[src/rtl/gbce_pkg.sv]
`timescale 1ns / 1ps
// Package for the grid box cell enumerator: register indexes, widths,
// parameter defaults and the control word of the shared multiply unit.
// No dependencies.
package gbce_pkg;

	// Configuration port
	localparam int CFG_IDX_W  = 3;
	localparam int CFG_DATA_W = 32;

	localparam logic [CFG_IDX_W-1:0] CFG_CELLS    = 3'd0;
	localparam logic [CFG_IDX_W-1:0] CFG_ORIGIN_X = 3'd1;
	localparam logic [CFG_IDX_W-1:0] CFG_ORIGIN_Y = 3'd2;
	localparam logic [CFG_IDX_W-1:0] CFG_ORIGIN_Z = 3'd3;
	localparam logic [CFG_IDX_W-1:0] CFG_SCALE_X  = 3'd4;
	localparam logic [CFG_IDX_W-1:0] CFG_SCALE_Y  = 3'd5;
	localparam logic [CFG_IDX_W-1:0] CFG_SCALE_Z  = 3'd6;

	// Fixed field widths
	localparam int CELLS_W  = 3;   // cells_per_axis register
	localparam int CELL_W   = 3;   // per-axis cell coordinate, holds 0..4
	localparam int INDEX_W  = 6;   // linear cell index
	localparam int ORIGIN_W = 32;
	localparam int SCALE_W  = 32;
	localparam int PROD_W   = 64;

	// Parameter defaults
	localparam int DEF_RANK      = 3;
	localparam int DEF_MAX_CELLS = 4;
	localparam int DEF_COORD_W   = 32;

	// Control word of the shared multiply-accumulate unit
	typedef struct packed {
		logic mul;   // register operand * scale
		logic init;  // accumulator <= registered product >> 32
		logic add;   // accumulator <= accumulator + registered product
	} gbce_mac_ctl_t;

endpackage

[src/rtl/gbce_if.sv]
`timescale 1ns / 1ps
// Channel interfaces of the grid box cell enumerator: box input and cell output.
// Valid/ready handshake; no package dependency.
interface gbce_box_if #(
	parameter int COORD_WIDTH = 32
);
	logic                          valid;
	logic                          ready;
	logic signed [COORD_WIDTH-1:0] lo_x;
	logic signed [COORD_WIDTH-1:0] lo_y;
	logic signed [COORD_WIDTH-1:0] lo_z;
	logic signed [COORD_WIDTH-1:0] hi_x;
	logic signed [COORD_WIDTH-1:0] hi_y;
	logic signed [COORD_WIDTH-1:0] hi_z;

	modport source (output valid, output lo_x, output lo_y, output lo_z,
		output hi_x, output hi_y, output hi_z, input ready);
	modport sink (input valid, input lo_x, input lo_y, input lo_z,
		input hi_x, input hi_y, input hi_z, output ready);
endinterface

interface gbce_cell_if;
	logic       valid;
	logic       ready;
	logic [5:0] cell_index;
	logic       last;

	modport source (output valid, output cell_index, output last, input ready);
	modport sink (input valid, input cell_index, input last, output ready);
endinterface

[src/rtl/gbce_mac.sv]
`timescale 1ns / 1ps
// Shared 32x32 multiply-accumulate unit: registered product, then accumulate.
// Depends on gbce_pkg.
module gbce_mac (
	input  logic                   clk,
	input  gbce_pkg::gbce_mac_ctl_t ctl,
	input  logic [31:0]            opnd,
	input  logic [31:0]            scale,
	output logic [63:0]            acc
);
	import gbce_pkg::*;

	logic [PROD_W-1:0] prod;
	logic [PROD_W-1:0] prod_q;
	logic [PROD_W-1:0] acc_q;

	assign prod = opnd * scale;

	always_ff @(posedge clk) begin
		if (ctl.mul) begin
			prod_q <= prod;
		end
		if (ctl.init) begin
			acc_q <= {32'b0, prod_q[PROD_W-1:32]};
		end else if (ctl.add) begin
			acc_q <= acc_q + prod_q;
		end
	end

	assign acc = acc_q;
endmodule

[src/rtl/grid_box_cell_enumerator.sv]
`timescale 1ns / 1ps
// Top level of the grid box cell enumerator: sequencer, clamp and cell walk.
// Depends on gbce_pkg, gbce_if (gbce_box_if, gbce_cell_if) and gbce_mac.
//
// Usage
//   box   : one axis-aligned box (lo_* and hi_*, signed Q16.16) per transaction.
//   cells : one linear cell index per transaction, x fastest, then y, then z;
//           last marks the final cell of the box. A box inverted on any axis or
//           wholly below the grid gives no transaction; one above it clamps to the last cell.
//   cfg   : cfg_we writes cfg_data to register cfg_index; write only
//           while the block is idle. Indexes outside the register list are dropped.
// Timing
//   Each used axis takes two endpoints, and each endpoint goes through six steps
//   of one sequencer (subtract, magnitude, low product, high product, add, clamp)
//   around a single shared 32x32 multiplier. The done state then checks for an
//   empty range, then cells leave at one per cycle from the output register
//   while cells.ready is high; box.ready is high only between boxes.
// Reset
//   arst_n clears the sequencer and the output valid and loads the register
//   reset values (one cell per axis, zero origin, zero scale).
// Stall
//   A low cells.ready holds the output register and the cell walk; the next
//   box may be taken while the final cell of the previous one still waits.
module grid_box_cell_enumerator #(
	parameter int RANK               = gbce_pkg::DEF_RANK,
	parameter int MAX_CELLS_PER_AXIS = gbce_pkg::DEF_MAX_CELLS,
	parameter int COORD_WIDTH        = gbce_pkg::DEF_COORD_W
) (
	input  logic                             clk,
	input  logic                             arst_n,
	input  logic                             cfg_we,
	input  logic [gbce_pkg::CFG_IDX_W-1:0]   cfg_index,
	input  logic [gbce_pkg::CFG_DATA_W-1:0]  cfg_data,
	gbce_box_if.sink                         box,
	gbce_cell_if.source                      cells
);
	import gbce_pkg::*;

	// Difference width: covers coordinate minus origin without overflow.
	localparam int DW = ((COORD_WIDTH > ORIGIN_W) ? COORD_WIDTH : ORIGIN_W) + 1;
	localparam logic [1:0]        LAST_AXIS = 2'(RANK - 1);
	localparam logic [CELL_W-1:0] MAX_N     = CELL_W'(MAX_CELLS_PER_AXIS);

	typedef enum logic [8:0] {
		ST_IDLE = 9'b000000001,
		ST_SUB  = 9'b000000010,
		ST_ABS  = 9'b000000100,
		ST_MLO  = 9'b000001000,
		ST_MHI  = 9'b000010000,
		ST_ACC  = 9'b000100000,
		ST_CLMP = 9'b001000000,
		ST_DONE = 9'b010000000,
		ST_EMIT = 9'b100000000
	} state_t;

	// Configuration registers
	logic        [CELLS_W-1:0]  cells_q;
	logic signed [ORIGIN_W-1:0] origin_q [0:2];
	logic        [SCALE_W-1:0]  scale_q  [0:2];

	always_ff @(posedge clk or negedge arst_n) begin
		if (!arst_n) begin
			cells_q     <= CELLS_W'(1);
			origin_q[0] <= '0;
			origin_q[1] <= '0;
			origin_q[2] <= '0;
			scale_q[0]  <= '0;
			scale_q[1]  <= '0;
			scale_q[2]  <= '0;
		end else if (cfg_we) begin
			unique case (cfg_index)
				CFG_CELLS:    cells_q     <= cfg_data[CELLS_W-1:0];
				CFG_ORIGIN_X: origin_q[0] <= cfg_data;
				CFG_ORIGIN_Y: origin_q[1] <= cfg_data;
				CFG_ORIGIN_Z: origin_q[2] <= cfg_data;
				CFG_SCALE_X:  scale_q[0]  <= cfg_data;
				CFG_SCALE_Y:  scale_q[1]  <= cfg_data;
				CFG_SCALE_Z:  scale_q[2]  <= cfg_data;
				default: begin
				end
			endcase
		end
	end

	// Effective cells per axis: zero reads as one, saturate at the maximum.
	logic [CELL_W-1:0] n;
	always_comb begin
		priority if (cells_q == '0) begin
			n = CELL_W'(1);
		end else if (cells_q > MAX_N) begin
			n = MAX_N;
		end else begin
			n = cells_q;
		end
	end

	// Sequencer and working registers
	state_t                         state_q;
	logic [1:0]                     axis_q;
	logic                           end_q;     // 0: lo endpoint, 1: hi endpoint
	logic                           inv_q;     // some used axis has lo above hi
	logic signed [COORD_WIDTH-1:0]  lo_q [0:2];
	logic signed [COORD_WIDTH-1:0]  hi_q [0:2];
	logic [DW-1:0]                  d_q;
	logic [DW-1:0]                  mag_q;
	logic                           neg_q;
	logic [CELL_W-1:0]              first_q [0:2];
	logic [CELL_W-1:0]              last_q  [0:2];
	logic [CELL_W-1:0]              i_q, j_q, k_q;

	logic box_fire;
	assign box.ready = (state_q == ST_IDLE);
	assign box_fire  = box.valid && box.ready;

	// Inverted box check on the incoming corners
	logic inv_in;
	always_comb begin
		inv_in = 1'b0;
		if (RANK > 0 && box.lo_x > box.hi_x) inv_in = 1'b1;
		if (RANK > 1 && box.lo_y > box.hi_y) inv_in = 1'b1;
		if (RANK > 2 && box.lo_z > box.hi_z) inv_in = 1'b1;
	end

	// Endpoint minus origin, both sign-extended to DW
	logic signed [COORD_WIDTH-1:0] coord_sel;
	logic [DW-1:0]                 coord_ext;
	logic [DW-1:0]                 org_ext;
	assign coord_sel = end_q ? hi_q[axis_q] : lo_q[axis_q];
	assign coord_ext = {{(DW-COORD_WIDTH){coord_sel[COORD_WIDTH-1]}}, coord_sel};
	assign org_ext   = {{(DW-ORIGIN_W){origin_q[axis_q][ORIGIN_W-1]}}, origin_q[axis_q]};

	// Shared multiplier: low word of the magnitude first, then the high word.
	gbce_mac_ctl_t mac_ctl;
	logic [31:0]   mac_opnd;
	logic [63:0]   mac_acc;

	always_comb begin
		mac_ctl      = '0;
		mac_ctl.mul  = (state_q == ST_MLO) || (state_q == ST_MHI);
		mac_ctl.init = (state_q == ST_MHI);
		mac_ctl.add  = (state_q == ST_ACC);
		mac_opnd     = (state_q == ST_MHI) ? 32'(mag_q[DW-1:32]) : mag_q[31:0];
	end

	gbce_mac u_mac (
		.clk   (clk),
		.ctl   (mac_ctl),
		.opnd  (mac_opnd),
		.scale (scale_q[axis_q]),
		.acc   (mac_acc)
	);

	// Clamp of the truncated product. A negative nonzero result sits below
	// the grid; a result at or above n sits above it.
	logic              q_below, q_above;
	logic [CELL_W-1:0] q_low, q_inc, first_val, last_val, last_raw;
	assign q_below = neg_q && (mac_acc != '0);
	assign q_low   = mac_acc[CELL_W-1:0];
	assign q_above = (|mac_acc[63:CELL_W]) || (q_low >= n);
	assign q_inc   = q_low + CELL_W'(1);

	always_comb begin
		priority if (q_below) begin
			first_val = '0;
		end else if (q_above) begin
			first_val = n - CELL_W'(1);
		end else begin
			first_val = q_low;
		end
		last_raw = q_above ? n : q_inc;
		priority if (q_below) begin
			last_val = first_q[axis_q];
		end else if (last_raw < first_q[axis_q]) begin
			last_val = first_q[axis_q];
		end else begin
			last_val = last_raw;
		end
	end

	// Cell walk
	logic [CELL_W-1:0]  i_nx, j_nx, k_nx;
	logic [INDEX_W-1:0] n6, idx;
	logic               final_cell, empty, load;
	assign i_nx = i_q + CELL_W'(1);
	assign j_nx = j_q + CELL_W'(1);
	assign k_nx = k_q + CELL_W'(1);
	assign final_cell = (i_nx == last_q[0]) && (j_nx == last_q[1]) && (k_nx == last_q[2]);
	assign n6  = INDEX_W'(n);
	assign idx = INDEX_W'(i_q) + n6 * INDEX_W'(j_q) + n6 * n6 * INDEX_W'(k_q);
	assign empty = inv_q || (last_q[0] == first_q[0]) || (last_q[1] == first_q[1])
		|| (last_q[2] == first_q[2]);

	// Output register
	logic               ovalid_q;
	logic [INDEX_W-1:0] oidx_q;
	logic               olast_q;
	assign load = (state_q == ST_EMIT) && (!ovalid_q || cells.ready);

	always_ff @(posedge clk or negedge arst_n) begin
		if (!arst_n) begin
			ovalid_q <= 1'b0;
		end else if (load) begin
			ovalid_q <= 1'b1;
		end else if (cells.ready) begin
			ovalid_q <= 1'b0;
		end
	end

	always_ff @(posedge clk) begin
		if (load) begin
			oidx_q  <= idx;
			olast_q <= final_cell;
		end
	end

	assign cells.valid      = ovalid_q;
	assign cells.cell_index = oidx_q;
	assign cells.last       = olast_q;

	// Sequencer control state
	always_ff @(posedge clk or negedge arst_n) begin
		if (!arst_n) begin
			state_q <= ST_IDLE;
			axis_q  <= '0;
			end_q   <= 1'b0;
		end else begin
			unique case (state_q)
				ST_IDLE: begin
					if (box_fire) begin
						state_q <= ST_SUB;
						axis_q  <= '0;
						end_q   <= 1'b0;
					end
				end
				ST_SUB:  state_q <= ST_ABS;
				ST_ABS:  state_q <= ST_MLO;
				ST_MLO:  state_q <= ST_MHI;
				ST_MHI:  state_q <= ST_ACC;
				ST_ACC:  state_q <= ST_CLMP;
				ST_CLMP: begin
					if (!end_q) begin
						end_q   <= 1'b1;
						state_q <= ST_SUB;
					end else if (axis_q == LAST_AXIS) begin
						state_q <= ST_DONE;
					end else begin
						end_q   <= 1'b0;
						axis_q  <= axis_q + 2'd1;
						state_q <= ST_SUB;
					end
				end
				ST_DONE: state_q <= empty ? ST_IDLE : ST_EMIT;
				ST_EMIT: begin
					if (load && final_cell) begin
						state_q <= ST_IDLE;
					end
				end
				default: state_q <= ST_IDLE;
			endcase
		end
	end

	// Datapath registers
	always_ff @(posedge clk) begin
		if (box_fire) begin
			lo_q[0]    <= box.lo_x;
			lo_q[1]    <= box.lo_y;
			lo_q[2]    <= box.lo_z;
			hi_q[0]    <= box.hi_x;
			hi_q[1]    <= box.hi_y;
			hi_q[2]    <= box.hi_z;
			inv_q      <= inv_in;
			// Unused axes contribute cell 0 only.
			first_q[0] <= '0;
			first_q[1] <= '0;
			first_q[2] <= '0;
			last_q[0]  <= CELL_W'(1);
			last_q[1]  <= CELL_W'(1);
			last_q[2]  <= CELL_W'(1);
		end
		if (state_q == ST_SUB) begin
			d_q <= coord_ext - org_ext;
		end
		if (state_q == ST_ABS) begin
			neg_q <= d_q[DW-1];
			mag_q <= d_q[DW-1] ? (~d_q + DW'(1)) : d_q;
		end
		if (state_q == ST_CLMP) begin
			if (!end_q) begin
				first_q[axis_q] <= first_val;
			end else begin
				last_q[axis_q] <= last_val;
			end
		end
		if (state_q == ST_DONE) begin
			i_q <= first_q[0];
			j_q <= first_q[1];
			k_q <= first_q[2];
		end
		// Advance x, wrap into y, then z.
		if (load) begin
			if (i_nx != last_q[0]) begin
				i_q <= i_nx;
			end else begin
				i_q <= first_q[0];
				if (j_nx != last_q[1]) begin
					j_q <= j_nx;
				end else begin
					j_q <= first_q[1];
					k_q <= k_nx;
				end
			end
		end
	end

`ifndef SYNTHESIS
	a_axis_range: assert property (@(posedge clk) disable iff (!arst_n)
		axis_q <= LAST_AXIS)
		else $error("axis counter beyond the last used axis");

	a_clamp_to_done: assert property (@(posedge clk) disable iff (!arst_n)
		(state_q == ST_CLMP) && end_q && (axis_q == LAST_AXIS) |=> (state_q == ST_DONE))
		else $error("sequencer missed the range check after the last axis");

	a_range_order: assert property (@(posedge clk) disable iff (!arst_n)
		(state_q == ST_DONE) |-> (last_q[0] >= first_q[0]) && (last_q[1] >= first_q[1])
			&& (last_q[2] >= first_q[2]))
		else $error("axis range ends below its start");

	a_final_to_idle: assert property (@(posedge clk) disable iff (!arst_n)
		load && final_cell |=> (state_q == ST_IDLE) && cells.valid && cells.last)
		else $error("final cell did not end the box");
`endif

endmodule
[src/flat_wrapper.sv]
// flat-port wrapper written by rule: the top's interface ports become plain ports
module grid_box_cell_enumerator_flat import gbce_pkg::*;
#(
	parameter int RANK               = gbce_pkg::DEF_RANK,
	parameter int MAX_CELLS_PER_AXIS = gbce_pkg::DEF_MAX_CELLS,
	parameter int COORD_WIDTH        = gbce_pkg::DEF_COORD_W
)
  (clk, arst_n, cfg_we, cfg_index, cfg_data, box_valid, box_lo_x, box_lo_y, box_lo_z, box_hi_x, box_hi_y, box_hi_z, box_ready, cells_valid, cells_cell_index, cells_last, cells_ready);
  gbce_box_if #(.COORD_WIDTH(COORD_WIDTH)) box_i ();
  gbce_cell_if cells_i ();
  input  logic clk;
  input  logic arst_n;
  input  logic cfg_we;
  input  logic [gbce_pkg::CFG_IDX_W-1:0] cfg_index;
  input  logic [gbce_pkg::CFG_DATA_W-1:0] cfg_data;
  input wire logic [$bits(box_i.valid)-1:0] box_valid;
  input wire logic [$bits(box_i.lo_x)-1:0] box_lo_x;
  input wire logic [$bits(box_i.lo_y)-1:0] box_lo_y;
  input wire logic [$bits(box_i.lo_z)-1:0] box_lo_z;
  input wire logic [$bits(box_i.hi_x)-1:0] box_hi_x;
  input wire logic [$bits(box_i.hi_y)-1:0] box_hi_y;
  input wire logic [$bits(box_i.hi_z)-1:0] box_hi_z;
  output wire logic [$bits(box_i.ready)-1:0] box_ready;
  output wire logic [$bits(cells_i.valid)-1:0] cells_valid;
  output wire logic [$bits(cells_i.cell_index)-1:0] cells_cell_index;
  output wire logic [$bits(cells_i.last)-1:0] cells_last;
  input wire logic [$bits(cells_i.ready)-1:0] cells_ready;
  assign box_i.valid = box_valid;
  assign box_i.lo_x = box_lo_x;
  assign box_i.lo_y = box_lo_y;
  assign box_i.lo_z = box_lo_z;
  assign box_i.hi_x = box_hi_x;
  assign box_i.hi_y = box_hi_y;
  assign box_i.hi_z = box_hi_z;
  assign box_ready = box_i.ready;
  assign cells_valid = cells_i.valid;
  assign cells_cell_index = cells_i.cell_index;
  assign cells_last = cells_i.last;
  assign cells_i.ready = cells_ready;
  grid_box_cell_enumerator #(.RANK(RANK), .MAX_CELLS_PER_AXIS(MAX_CELLS_PER_AXIS), .COORD_WIDTH(COORD_WIDTH)) u_core (.clk(clk), .arst_n(arst_n), .cfg_we(cfg_we), .cfg_index(cfg_index), .cfg_data(cfg_data), .box(box_i), .cells(cells_i));
endmodule
[config.mk]
export PLATFORM = sky130hd
export DESIGN_NAME = grid_box_cell_enumerator_flat
export DESIGN_NICKNAME = d
export VERILOG_FILES = /design/src/rtl/gbce_pkg.sv /design/src/rtl/gbce_if.sv /design/src/rtl/gbce_mac.sv /design/src/rtl/grid_box_cell_enumerator.sv /design/src/flat_wrapper.sv
export SDC_FILE = /design/constraint.sdc
export NUM_CORES = 2
export LEC_CHECK = 0
export BUFFER_PORTS_ARGS = -buffer_cell sky130_fd_sc_hd__clkbuf_2
export CAP_MARGIN = 25
export CELL_PAD_IN_SITES_DETAIL_PLACEMENT = 1
export CELL_PAD_IN_SITES_GLOBAL_PLACEMENT = 2
export CORE_ASPECT_RATIO = 0.6
export CORE_MARGIN = 10
export CORE_UTILIZATION = 46
export CTS_BUF_LIST = sky130_fd_sc_hd__clkbuf_2
export DETAILED_ROUTE_END_ITERATION = 8
export GPL_ROUTABILITY_DRIVEN = 0
export GPL_TIMING_DRIVEN = 0
export PLACE_DENSITY = 0.86
export SYNTH_ARGS = -nofsm -noshare
export SYNTH_HDL_FRONTEND = slang
export SYNTH_SLANG_ARGS = --single-unit
[constraint.sdc]
create_clock -name clk -period 27.5 [get_ports clk]
set_input_delay 2.75 -clock clk [delete_from_list [all_inputs] [get_ports clk]]
set_output_delay 2.75 -clock clk [all_outputs]
set_load 0.005 [all_outputs]
==> metrics.md <==
| Metric | Value |
|---|---|
| Critical Path Most Common Cell | `fa_1` |
| Pre-CTS WS | `15.04 ns` |
| Wl on met1 | `123 mm` |
| Status | `completed` |
| Primary FF master, synth | `edfxtp_1` |
| Synth Area in Simple Gates | `12.1%` |
| Crit path required time | `28.57 ns` |
| Largest net degree at the start of global routing | `137` |
| Dpl hpwl | `231 mm` |
| Commonest non-fill, non-tap cell in the layout | `inv_1` |
| Startpoint types | `flop` |
| Clock root buffer | `clkbuf_2` |
| Crit path kind | `flop to flop` |
| Slowest-stage cell, CP | `clkbuf_1` |
| Reg2reg setup slack | `14.63 ns` |
| Die height | `313 um` |
| Total grt overflow | `0` |
| Maximum clock frequency | `77.7 MHz` |
| DRT Wirelength | `275 mm` |
| Die Width | `509 um` |
| Synth warn | `0` |
| Detail Route met2 WL | `103 mm` |
| Post-synth cell types | `78` |
| Via count | `53924` |
| Area growth from synthesis to layout | `9.51%` |
| Setup total negative slack | `0 ns` |
| CP arrival | `13.94 ns` |
| DR iter-0 viols | `6028` |
| Postcts setup bufs | `0` |
| # DRC | `0` |
| Floorplan core area | `142000 um2` |
| Count of final hold-check violations | `0` |
| Slowest stage delay, CP | `0.94 ns` |
| Clock Skew | `0.191 ns` |
| First-pass iteration count of the detailed router | `8` |
| Synth top area share | `27.6%` |
| Antenna-violating nets left | `0` |
| Most frequent cells in the layout | `inv_1 (1031), fa_1 (907), nor2_1 (813)` |
| Num CTS Buffers | `140` |
| PostCTS Resize Cnt | `0` |
| Slew HR | `16.7%` |
| Initial antenna violation count | `23` |
| Crit-path max FO | `10` |
| Hold WC Path Type | `flop to flop` |
| Synthesized area | `65900 um2` |
| CTS Sinks | `633` |
| Die area | `159000 um2` |
| Mux contribution to synthesized area | `6.19%` |
| XOR/XNOR Fraction of Synth Area | `2.70%` |
| Dominant cells by area after synthesis | `fa_1 (28%), edfxtp_1 (18%), ha_1 (9.3%)` |
| Worst-skew pair later-pin latency | `1.39 ns` |
| Hold-fix buffers at CTS | `0` |
| Detailed-route vias per instance | `5.91` |
| Max clock buf depth | `3` |
| IO Count | `241` |
| Min Tclk post-route | `12.87 ns` |
| Ys async rst share | `32.9%` |
| Share of layout cells above drive strength 1 | `11.5%` |
| Critical path capture point type | `flop` |
| Complex-gate fraction of the synthesized area | `7.80%` |
| Post-Synthesis Cells | `6622` |
| Max Cap Viol | `0` |
| Vias in the first global route | `56014` |
| Unrepaired setup endpoints after global routing | `no` |
| Average wire per standard cell | `30.1 um` |
| Row count | `107` |
| Mean Syn Cell Area | `9.95 um2` |
| Synth Area in Adders | `36.8%` |
| Nets | `8713` |
| TritonCTS clock tree | `done` |
| Slew @ Worst Pin | `1.25 ns` |
| Worst-path clk slew | `0.13 ns` |
| Sequential element share of the synthesized area | `26.7%` |
| Final setup fails | `0` |
| Synth area leader | `fa_1` |
| IO buf count | `238` |
| H-tree levels | `4` |
| Largest family of logic cells by synthesized area | `adder cells` |
| All-layer global routing usage | `34.0%` |
| Final worst slack | `14.63 ns` |
| Syn nets | `8249` |
| Post-synth EDFFs | `387` |
| First-pass GRT wire length | `395 mm` |
| Initial Utilization | `46.4%` |
| Top routing layer in use | `met5` |
| Max-slew violations | `0` |
| Met3 WL | `42.8 mm` |
| Yosys reg bits | `633` |
| Final worst path period share | `46.8%` |
==> per-stage QoR <==
step / hold WS, ns / area [um2] / util [%] / cells
after floorplan: 0.445 / 65900 / - / 6622
after global placement: 0.461 / 69400 / 48.9 / 8767
after detailed placement: 0.472 / 70500 / 49.6 / 8833
after CTS: 0.490 / 71900 / 50.6 / 9088
after global routing: 0.517 / 72100 / 50.8 / 9111
final: 0.494 / 72100 / 50.8 / 9126
==> flip-flops by register name (all words and copies together), names as in the netlist <==
| register | cells |
|---|---|
| u_core.cells.last | 1 |
| u_core.cells.valid | 1 |
| u_core.neg_q | 1 |
| u_core.i_q | 3 |
| u_core.last_q | 9 |
| u_core.d_q | 33 |
| u_core.state_q | 9 |
| u_core.cells_q | 3 |
| u_core.k_q | 3 |
| u_core.inv_q | 1 |
| u_core.cells.cell_index | 6 |
| u_core.origin_q | 96 |
| u_core.j_q | 3 |
| u_core.hi_q | 96 |
| u_core.first_q | 12 |
| u_core.scale_q | 96 |
| u_core.lo_q | 96 |
| u_core.mag_q | 33 |
| u_core.u_mac.acc | 64 |
| u_core.axis_q | 2 |
| u_core.end_q | 1 |
| u_core.u_mac.prod_q | 64 |
==> area by class of cell <==
| class | instances | area, um2 |
|---|---|---|
| Buffer | 305 | 1150 |
| Fill cell | 16182 | 69900 |
| Inverter | 1035 | 3890 |
| Antenna cell | 20 | 50.0 |
| Clock inverter | 41 | 293 |
| Tap cell | 1907 | 2390 |
| Timing Repair Buffer | 322 | 2400 |
| Sequential cell | 633 | 17600 |
| Multi-Input combinational cell | 4649 | 43300 |
| Clock buffer | 214 | 1070 |
==> worst paths after layout <==
path / from / depth (start not counted) / endpoint
max: u_core.axis_q[0]$_DFFE_PN0P_ / 32 / u_core.u_mac.prod_q[63]$_DFFE_PP_
min: u_core.u_mac.acc[35]$_SDFFE_PP0P_ / 2 / u_core.u_mac.acc[35]$_SDFFE_PP0P_
max reg2reg: u_core.axis_q[0]$_DFFE_PN0P_ / 32 / u_core.u_mac.prod_q[63]$_DFFE_PP_
min reg2reg: u_core.u_mac.acc[35]$_SDFFE_PP0P_ / 2 / u_core.u_mac.acc[35]$_SDFFE_PP0P_
max in group asynchronous: arst_n / 2 / u_core.origin_q[40]$_DFFE_PN0P_
min in group asynchronous: arst_n / 1 / u_core.scale_q[76]$_DFFE_PN0P_
==> worst max-delay path: cells and delay by family, from the launching register on <==
family	cells	cell delay (ns)
flip-flops	1	0.40
AND/OR/NAND/NOR	7	1.65
adder cells (fa/ha/maj)	9	4.34
multiplexers	1	0.26
AO/OA/AOI/OAI	6	2.25
buffers and inverters	9	3.66
==> routing by layer <==
layer	GRT usage, %	up-vias
li1	-	22437
met1	50.9	27937
met2	43.6	3116
met3	16.9	408
met4	6.66	26
met5	0	-
==> cells by family after synthesis <==
| kind of cell | after synthesis |
|---|---|
| DFF | 633 |
| muxes | 339 |
| and+or+nand+nor | 1882 |
| AOI/OAI and AO/OA | 830 |
| adders and majority gates | 1395 |
| buffers and inverters | 1340 |
| xor gates and xnor gates | 203 |
==> synth_stat cells (32+ instances only) <==
master,n
inv_1,1033
nand2b_1,32
mux2i_1,108
dfxtp_1,38
mux2_2,196
nor2_1,814
o21ai_0,178
edfxtp_1,387
xnor2_1,144
nand3_1,58
nand2_1,690
mux4_2,35
and2_1,67
clkbuf_1,272
a21o_1,152
buf_1,32
nand4_1,55
dfrtp_1,206
a21oi_1,285
fa_1,907
ha_1,488
xor2_1,59
Power is left out: the tool's default activity adds up to more than one toggle a clock period on the data nets, which glitch-free logic cannot reach.
